### config.mk
export PLATFORM = sky130hd
export DESIGN_NAME = servo_reply_frame_parser_core
export DESIGN_NICKNAME = d
export VERILOG_FILES = /design/src/sv/srfp_pkg.sv /design/src/sv/servo_reply_frame_parser_core.sv
export SDC_FILE = /design/constraint.sdc
export NUM_CORES = 1
export LEC_CHECK = 0
export ABC_CLOCK_PERIOD_IN_PS = 5500
export BUFFER_PORTS_ARGS = -buffer_cell sky130_fd_sc_hd__buf_2
export CORE_UTILIZATION = 48
export CTS_CLUSTER_SIZE = 24
export DETAILED_ROUTE_END_ITERATION = 6
export GPL_TIMING_DRIVEN = 0
export PLACE_DENSITY = 0.76
export SLEW_MARGIN = 15
export SYNTH_ARGS = -nofsm -noshare
export SYNTH_HDL_FRONTEND = slang
export SYNTH_SLANG_ARGS = --single-unit
### constraint.sdc
create_clock -name clk_i -period 5.5 [get_ports clk_i]
set_clock_uncertainty 0.2 [all_clocks]
set_input_delay 0.55 -clock clk_i [delete_from_list [all_inputs] [get_ports clk_i]]
set_output_delay 0.55 -clock clk_i [all_outputs]
set_load 0.05 [all_outputs]
### src/sv/srfp_pkg.sv
// constants and field layout shared by the servo reply frame parser
package srfp_pkg;

  localparam int unsigned MaxParams   = 4;
  localparam int unsigned MinLength   = 3;
  localparam int unsigned HeaderBytes = 2;
  localparam int unsigned ByteW       = 8;
  localparam int unsigned PosW        = 4;
  localparam int unsigned LenW        = $clog2(MinLength + MaxParams + 1);
  localparam int unsigned CountW      = 3;
  localparam int unsigned ParamIdxW   = (MaxParams > 1) ? $clog2(MaxParams) : 1;
  localparam int unsigned OutDataW    = 56;
  localparam int unsigned ApbDataW    = 32;
  localparam int unsigned ApbAddrW    = 3;

  // byte positions inside a frame, counted from the first sync byte
  localparam logic [PosW-1:0] PosId      = PosW'(HeaderBytes);
  localparam logic [PosW-1:0] PosLength  = PosW'(HeaderBytes + 1);
  localparam logic [PosW-1:0] PosCommand = PosW'(HeaderBytes + 2);
  localparam logic [PosW-1:0] PosParam0  = PosW'(HeaderBytes + 3);

  localparam logic [ByteW-1:0] LenMin = ByteW'(MinLength);
  localparam logic [ByteW-1:0] LenMax = ByteW'(MinLength + MaxParams);

  // register map, word index taken from paddr[2]
  localparam logic RegSyncByte = 1'b0;
  localparam logic [ByteW-1:0] SyncByteReset = 8'h55;

  // result status codes
  localparam logic StatusOk     = 1'b0;
  localparam logic StatusBadSum = 1'b1;

endpackage

### src/sv/servo_reply_frame_parser_core.sv
// servo reply frame parser: sync hunt, length check, checksum and result register
//
// Usage: received bus bytes enter on the s_axis stream, one byte per transaction.
// The parser hunts for two sync bytes in a row (value set by the sync_byte register
// at address 0 of the APB port, reset 0x55), then takes id, length, command,
// length minus three parameter bytes and a checksum byte. A length outside 3..7
// drops the frame silently. Each finished frame yields one m_axis transaction:
// tuser carries the status (0 checksum ok, 1 mismatch), tdata the frame fields.
// Throughput is one byte per cycle while no waiting result stalls the input; the byte
// path is a single compare/add/store stage between the parser state registers and the
// result register. A result appears on m_axis in the cycle after its checksum byte is accepted.
// The result register doubles as the output stage: while a result waits and the
// receiver holds m_axis_tready_i low, s_axis_tready_o drops, so no byte is lost
// and the waiting result holds. Once the receiver takes it, bytes flow again in
// the same cycle.
// Reset (rst_ni low, asynchronous) returns to hunting with no sync seen, clears
// the output valid and restores sync_byte to 0x55.
// Configuration writes are meant for idle periods only.
module servo_reply_frame_parser_core
  import srfp_pkg::*;
(
  input  logic                clk_i,
  input  logic                rst_ni,
  // configuration port
  input  logic                psel_i,
  input  logic                penable_i,
  input  logic                pwrite_i,
  input  logic [ApbAddrW-1:0] paddr_i,
  input  logic [ApbDataW-1:0] pwdata_i,
  output logic [ApbDataW-1:0] prdata_o,
  output logic                pready_o,
  // byte stream in
  input  logic                s_axis_tvalid_i,
  output logic                s_axis_tready_o,
  input  logic [ByteW-1:0]    s_axis_tdata_i,    // [7:0] rx_byte
  // result stream out
  output logic                m_axis_tvalid_o,
  input  logic                m_axis_tready_i,
  output logic [OutDataW-1:0] m_axis_tdata_o,    // [7:0] servo_id, [15:8] command_code,
                                                 // [18:16] param_count, [26:19] param_first,
                                                 // [34:27] param_second, [42:35] param_third,
                                                 // [50:43] param_fourth, rest zero
  output logic                m_axis_tuser_o     // [0] status
);

  typedef enum logic [1:0] {
    HUNT  = 2'd0,
    SYNC1 = 2'd1,
    FRAME = 2'd2
  } phase_e;

  phase_e            phase_q, phase_d;
  logic [PosW-1:0]   pos_q, pos_d;
  logic [LenW-1:0]   len_q;
  logic [ByteW-1:0]  sum_q;
  logic [ByteW-1:0]  id_q;
  logic [ByteW-1:0]  cmd_q;
  logic [ByteW-1:0]  params_q [MaxParams];
  logic [ByteW-1:0]  sync_q;

  logic              out_valid_q, out_valid_d;
  logic              out_status_q;
  logic [ByteW-1:0]  out_id_q;
  logic [ByteW-1:0]  out_cmd_q;
  logic [CountW-1:0] out_count_q;
  logic [ByteW-1:0]  out_params_q [4];

  logic              in_fire;
  logic              cfg_write;
  logic [ByteW-1:0]  rx_byte;
  logic              is_sync;
  logic              len_ok;
  logic [PosW-1:0]   check_pos;
  logic              at_check;
  logic              emit;
  logic [PosW-1:0]   param_off;
  logic [ParamIdxW-1:0] param_idx;

  // handshakes
  assign s_axis_tready_o = !out_valid_q || m_axis_tready_i;
  assign in_fire         = s_axis_tvalid_i && s_axis_tready_o;
  assign pready_o        = 1'b1;
  assign cfg_write       = psel_i && penable_i && pwrite_i;

  // register read
  always_comb begin
    prdata_o = '0;
    if (paddr_i[2] == RegSyncByte) begin
      prdata_o = ApbDataW'(sync_q);
    end
  end

  // byte classification
  assign rx_byte   = s_axis_tdata_i;
  assign is_sync   = (rx_byte == sync_q);
  assign len_ok    = (rx_byte >= LenMin) && (rx_byte <= LenMax);
  assign check_pos = PosW'({1'b0, len_q}) + PosW'(HeaderBytes);
  assign at_check  = (pos_q == check_pos);
  assign param_off = pos_q - PosParam0;
  assign param_idx = param_off[ParamIdxW-1:0];
  assign emit      = in_fire && (phase_q == FRAME) && (pos_q >= PosParam0) && at_check;

  // next phase and position
  always_comb begin
    phase_d     = phase_q;
    pos_d       = pos_q;
    out_valid_d = out_valid_q;
    if (m_axis_tready_i) begin
      out_valid_d = 1'b0;
    end
    if (emit) begin
      out_valid_d = 1'b1;
    end
    if (in_fire) begin
      unique case (phase_q)
        HUNT: begin
          if (is_sync) phase_d = SYNC1;
        end
        SYNC1: begin
          if (is_sync) begin
            phase_d = FRAME;
            pos_d   = PosId;
          end else begin
            phase_d = HUNT;
          end
        end
        FRAME: begin
          if (pos_q == PosLength && !len_ok) begin
            phase_d = HUNT;
            pos_d   = '0;
          end else if (pos_q < PosParam0) begin
            pos_d = pos_q + PosW'(1);
          end else if (pos_q > check_pos || at_check) begin
            phase_d = HUNT;
            pos_d   = '0;
          end else begin
            pos_d = pos_q + PosW'(1);
          end
        end
        default: begin
          phase_d = HUNT;
          pos_d   = '0;
        end
      endcase
    end
  end

  // control state and configuration
  always_ff @(posedge clk_i or negedge rst_ni) begin
    if (!rst_ni) begin
      phase_q     <= HUNT;
      pos_q       <= '0;
      out_valid_q <= 1'b0;
      sync_q      <= SyncByteReset;
    end else begin
      phase_q     <= phase_d;
      pos_q       <= pos_d;
      out_valid_q <= out_valid_d;
      if (cfg_write && paddr_i[2] == RegSyncByte) begin
        sync_q <= pwdata_i[ByteW-1:0];
      end
    end
  end

  // frame capture and running sum
  always_ff @(posedge clk_i) begin
    if (in_fire) begin
      if (phase_q == SYNC1 && is_sync) begin
        sum_q <= '0;
        for (int i = 0; i < MaxParams; i++) begin
          params_q[i] <= '0;
        end
      end else if (phase_q == FRAME) begin
        if (pos_q == PosId) begin
          id_q  <= rx_byte;
          sum_q <= sum_q + rx_byte;
        end else if (pos_q == PosLength) begin
          len_q <= rx_byte[LenW-1:0];
          sum_q <= sum_q + rx_byte;
        end else if (pos_q == PosCommand) begin
          cmd_q <= rx_byte;
          sum_q <= sum_q + rx_byte;
        end else if (pos_q < check_pos) begin
          if (param_off < PosW'(MaxParams)) begin
            params_q[param_idx] <= rx_byte;
          end
          sum_q <= sum_q + rx_byte;
        end
      end
    end
  end

  // result register
  always_ff @(posedge clk_i) begin
    if (emit) begin
      out_status_q <= (~sum_q == rx_byte) ? StatusOk : StatusBadSum;
      out_id_q     <= id_q;
      out_cmd_q    <= cmd_q;
      out_count_q  <= CountW'(len_q - LenW'(MinLength));
      for (int i = 0; i < 4; i++) begin
        out_params_q[i] <= (i < MaxParams) ? params_q[i % MaxParams] : '0;
      end
    end
  end

  // output packing
  assign m_axis_tvalid_o = out_valid_q;
  assign m_axis_tuser_o  = out_status_q;
  assign m_axis_tdata_o  = OutDataW'({out_params_q[3], out_params_q[2], out_params_q[1],
                                      out_params_q[0], out_count_q, out_cmd_q, out_id_q});

  // a result only follows an accepted byte inside a frame
  a_result_source: assert property (@(posedge clk_i) disable iff (!rst_ni)
    $rose(out_valid_q) |-> $past(in_fire && phase_q == FRAME))
    else $error("result without a frame byte");

  // a bad length byte returns to hunting
  a_bad_length: assert property (@(posedge clk_i) disable iff (!rst_ni)
    (in_fire && phase_q == FRAME && pos_q == PosLength && !len_ok) |=> (phase_q == HUNT))
    else $error("bad length not dropped");

  // count never exceeds the parameter capacity
  a_count_range: assert property (@(posedge clk_i) disable iff (!rst_ni)
    out_valid_q |-> (out_count_q <= CountW'(MaxParams)))
    else $error("parameter count out of range");

  // an absent fourth parameter reads as zero
  a_absent_zero: assert property (@(posedge clk_i) disable iff (!rst_ni)
    (out_valid_q && out_count_q < CountW'(4)) |-> (out_params_q[3] == '0))
    else $error("absent parameter not zero");

  // while a result waits unread, no byte is taken
  a_stall_blocks: assert property (@(posedge clk_i) disable iff (!rst_ni)
    (out_valid_q && !m_axis_tready_i) |-> !in_fire)
    else $error("byte accepted while result blocked");

endmodule
==> flow_metrics.env <==
export IMPL_syn_to_final_growth_pct=25.8
export IMPL_power_leakage_nw=2.80
export IMPL_crit_path_start_kind="register"
export IMPL_synth_area_top_cells="edfxtp_1, dfrtp_1, ha_1, buf_4, and2_1"
export IMPL_fin_total_pwr_mw=2.44
export IMPL_clock_path_buffers=2
export IMPL_synth_top_cell_by_area="edfxtp_1"
export IMPL_first_global_vias=3097
export IMPL_die_x_um=108
export IMPL_worstMarginPinSlew_ns=0.768
export IMPL_finalHoldViolCount=0
export IMPL_synth_area_per_cell_sq_um=14.4
export IMPL_cp_required_ns=5.38
export IMPL_cts_max_level=4
export IMPL_ios=142
export IMPL_fin_crit_sh_pct=58.2
export IMPL_hold_slack_ns=0.160
export IMPL_cts_root_buffer="clkbuf_16"
export IMPL_cp_end_kind="register"
export IMPL_fin_ws_ns=2.30
export IMPL_cap_viol_max_count=0
export IMPL_r2r_start="pos_q[0]$_DFFE_PN0P_"
export IMPL_wl_um=10500
export IMPL_ys_warnings_count=0
export IMPL_drc_errors=0
export IMPL_diodes=0
export IMPL_numClockSinks=126
export IMPL_hp_start="pwdata_i[3]"
export IMPL_synth_seq_area_share_pct=68.3
export IMPL_place_congestion=0.865
export IMPL_setup_viol=0
export IMPL_hp_class="in -> reg"
export IMPL_critPathMaxFanout=9
export IMPL_ys_ff_latch=126
export IMPL_grt_setup_unrepaired="false"
export IMPL_fin_nets=587
export IMPL_crit_arrival_ns=3.08
export IMPL_synth_edf_count=111
export IMPL_cts_tree="built"
export IMPL_antenna_found_initial=0
export IMPL_die_area_sq_um=11800
export IMPL_synth_top_area_share_pct=61.3
export IMPL_grt_max_degree=20
export IMPL_crit_start="pos_q[0]$_DFFE_PN0P_"
export IMPL_synth_ff_type="edfxtp_1"
export IMPL_vias=3318
export IMPL_ir_drop_uv=329
export IMPL_post_drt_via_cell_ratio=4.97
export IMPL_initial_core_util_pct=49.7
export IMPL_max_slew_margin_pct=48.5
export IMPL_clk_pin_slew_worst_paths_ns=0.06
export IMPL_drt_iter0_drc=158
export IMPL_grt_remaining_overflow=0
export IMPL_core_area_sq_um=10900
export IMPL_finalMaxSlewViolations=0
export IMPL_power_density_nw_per_um2=357
export IMPL_path_class="reg -> reg"
export IMPL_syn_area_sq_um=5440
export IMPL_status="complete, no violations"
export IMPL_drt_pass1_iterations=5
export IMPL_drive_gt1_share_pct=33.7
export IMPL_grt_usage_pct=19.2
export IMPL_finalInstanceArea_sq_um=6840
export IMPL_finalCriticalPeriod_ns=3.20
export IMPL_placement_cell_area_sq_um=6230
export IMPL_die_h_um=108
export IMPL_synth_cell_types=52
export IMPL_dpl_hpwl_um=7330
export IMPL_post_cts_setup_buffer_count=0
export IMPL_place_ws_ns=2.24
export IMPL_wl_per_cell_um=15.8
export IMPL_io_buffer_count=85
export IMPL_synth_most_common_cell="edfxtp_1"
export IMPL_clk_insertion_delay_late_ns=0.42
export IMPL_synth_common_cells="edfxtp_1, buf_4, and2_1, inv_1, ha_1"
export IMPL_max_freq_mhz=312
export IMPL_numCtsBuffers=17
export IMPL_rows=38
export IMPL_setup_tns_ns=0
export IMPL_synth_cells=378
export IMPL_grt_pass1_wl_um=16100
export IMPL_ant_nets=0
export IMPL_async_flop_share_pct=11.9
==> layout by cell type (no fill, tap or decap), types with 11 or more instances in the layout <==
master | synthesis | layout
nor2_1 | 20 | 20
nor2b_1 | 12 | 12
and2_1 | 24 | 24
nand2_1 | 16 | 16
dfrtp_1 | 11 | 11
ha_1 | 21 | 21
clkbuf_16 | 0 | 17
inv_1 | 23 | 23
xnor2_1 | 11 | 11
edfxtp_1 | 111 | 111
buf_2 | 3 | 88
buf_4 | 31 | 32
conb_1 | 2 | 30
==> path summary, 6_finish.rpt <==
path | endpoint | slack (ns) | depth (start not counted)
max | params_q[2][6]$_SDFFCE_PN0P_ | 2.30 | 8
min | sync_q[3]$_DFFE_PN0P_ | 0.16 | 2
max reg2reg | params_q[2][6]$_SDFFCE_PN0P_ | 2.30 | 8
min reg2reg | out_id_q[3]$_DFFE_PP_ | 0.21 | 0
max in group asynchronous | sync_q[6]$_DFFE_PN1P_ | 4.42 | 2
min in group asynchronous | sync_q[7]$_DFFE_PN0P_ | 0.37 | 2
==> worst max-delay path, stage by stage, from the launching register on <==
cell,delay (ns)
dfrtp_1,0.54
inv_1,0.26
ha_1,0.29
nor2_1,0.09
mux2i_1,0.08
o22a_1,0.20
nor4b_2,0.40
nor3b_4,0.42
a31o_1,0.39
==> timing repair <==
action | 4_1_cts | 5_1_grt
hold buffers | 1 | 0
resized for setup | 0 | 0
hold endpoints to repair | 11 | 0
==> cells by family after synthesis <==
group / Yosys count / share of synthesized area (%)
AOI/OAI and AO/OA: 31 / 3.80
xor gates and xnor gates: 11 / 1.77
adders and majority gates: 22 / 5.20
buffers and inverters: 58 / 6.21
DFF: 126 / 68.3
muxes: 10 / 2.05
other: 2 / 0.138
and+or+nand+nor: 118 / 12.5
==> final cells by class <==
type / count / area, sq um
clock buffers: 17 / 425
fillers: 823 / 4100
well taps: 140 / 175
clock inverters: 15 / 173
repair buffers: 90 / 500
inverters: 23 / 86.3
plain buffers: 35 / 251
flip-flops and latches: 126 / 3710
multi-input cells: 222 / 1510
==> registers in the layout, summed over array words and instances (netlist names) <==
name / flops
out_id_q: 8
cmd_q: 8
len_q: 3
sync_q: 8
pos_q: 4
sum_q: 8
out_count_q: 3
phase_q: 2
m_axis_tuser_o: 1
out_cmd_q: 8
id_q: 8
params_q: 32
m_axis_tvalid_o: 1
out_params_q: 32
==> stage by stage <==
| step | util, % | cells |
|---|---|---|
| 2_1_floorplan | - | 406 |
| 3_3_place_gp | 56.2 | 631 |
| 3_5_place_dp | 56.9 | 635 |
| 4_1_cts | 62.5 | 668 |
| 5_1_grt | 62.5 | 668 |
| 6_report | 62.5 | 668 |
==> metal layers <==
metal | part of all wire [%] | track usage (%)
met1 | 42 | 23.8
met2 | 50 | 31.7
met5 | 0 | 0
met3 | 6.5 | 4.52
met4 | 1.2 | 9.27
==> report_power, final <==
| group | internal, mW | total (mW) | switching, mW |
|---|---|---|---|
| Clock | 0.681 | 1.12 | 0.437 |
| Combinational | 0.0895 | 0.251 | 0.162 |
| Sequential | 1.05 | 1.07 | 0.0207 |
| Total | 1.82 | 2.44 | 0.619 |
Note: power is estimated with default switching activity, not from simulation.
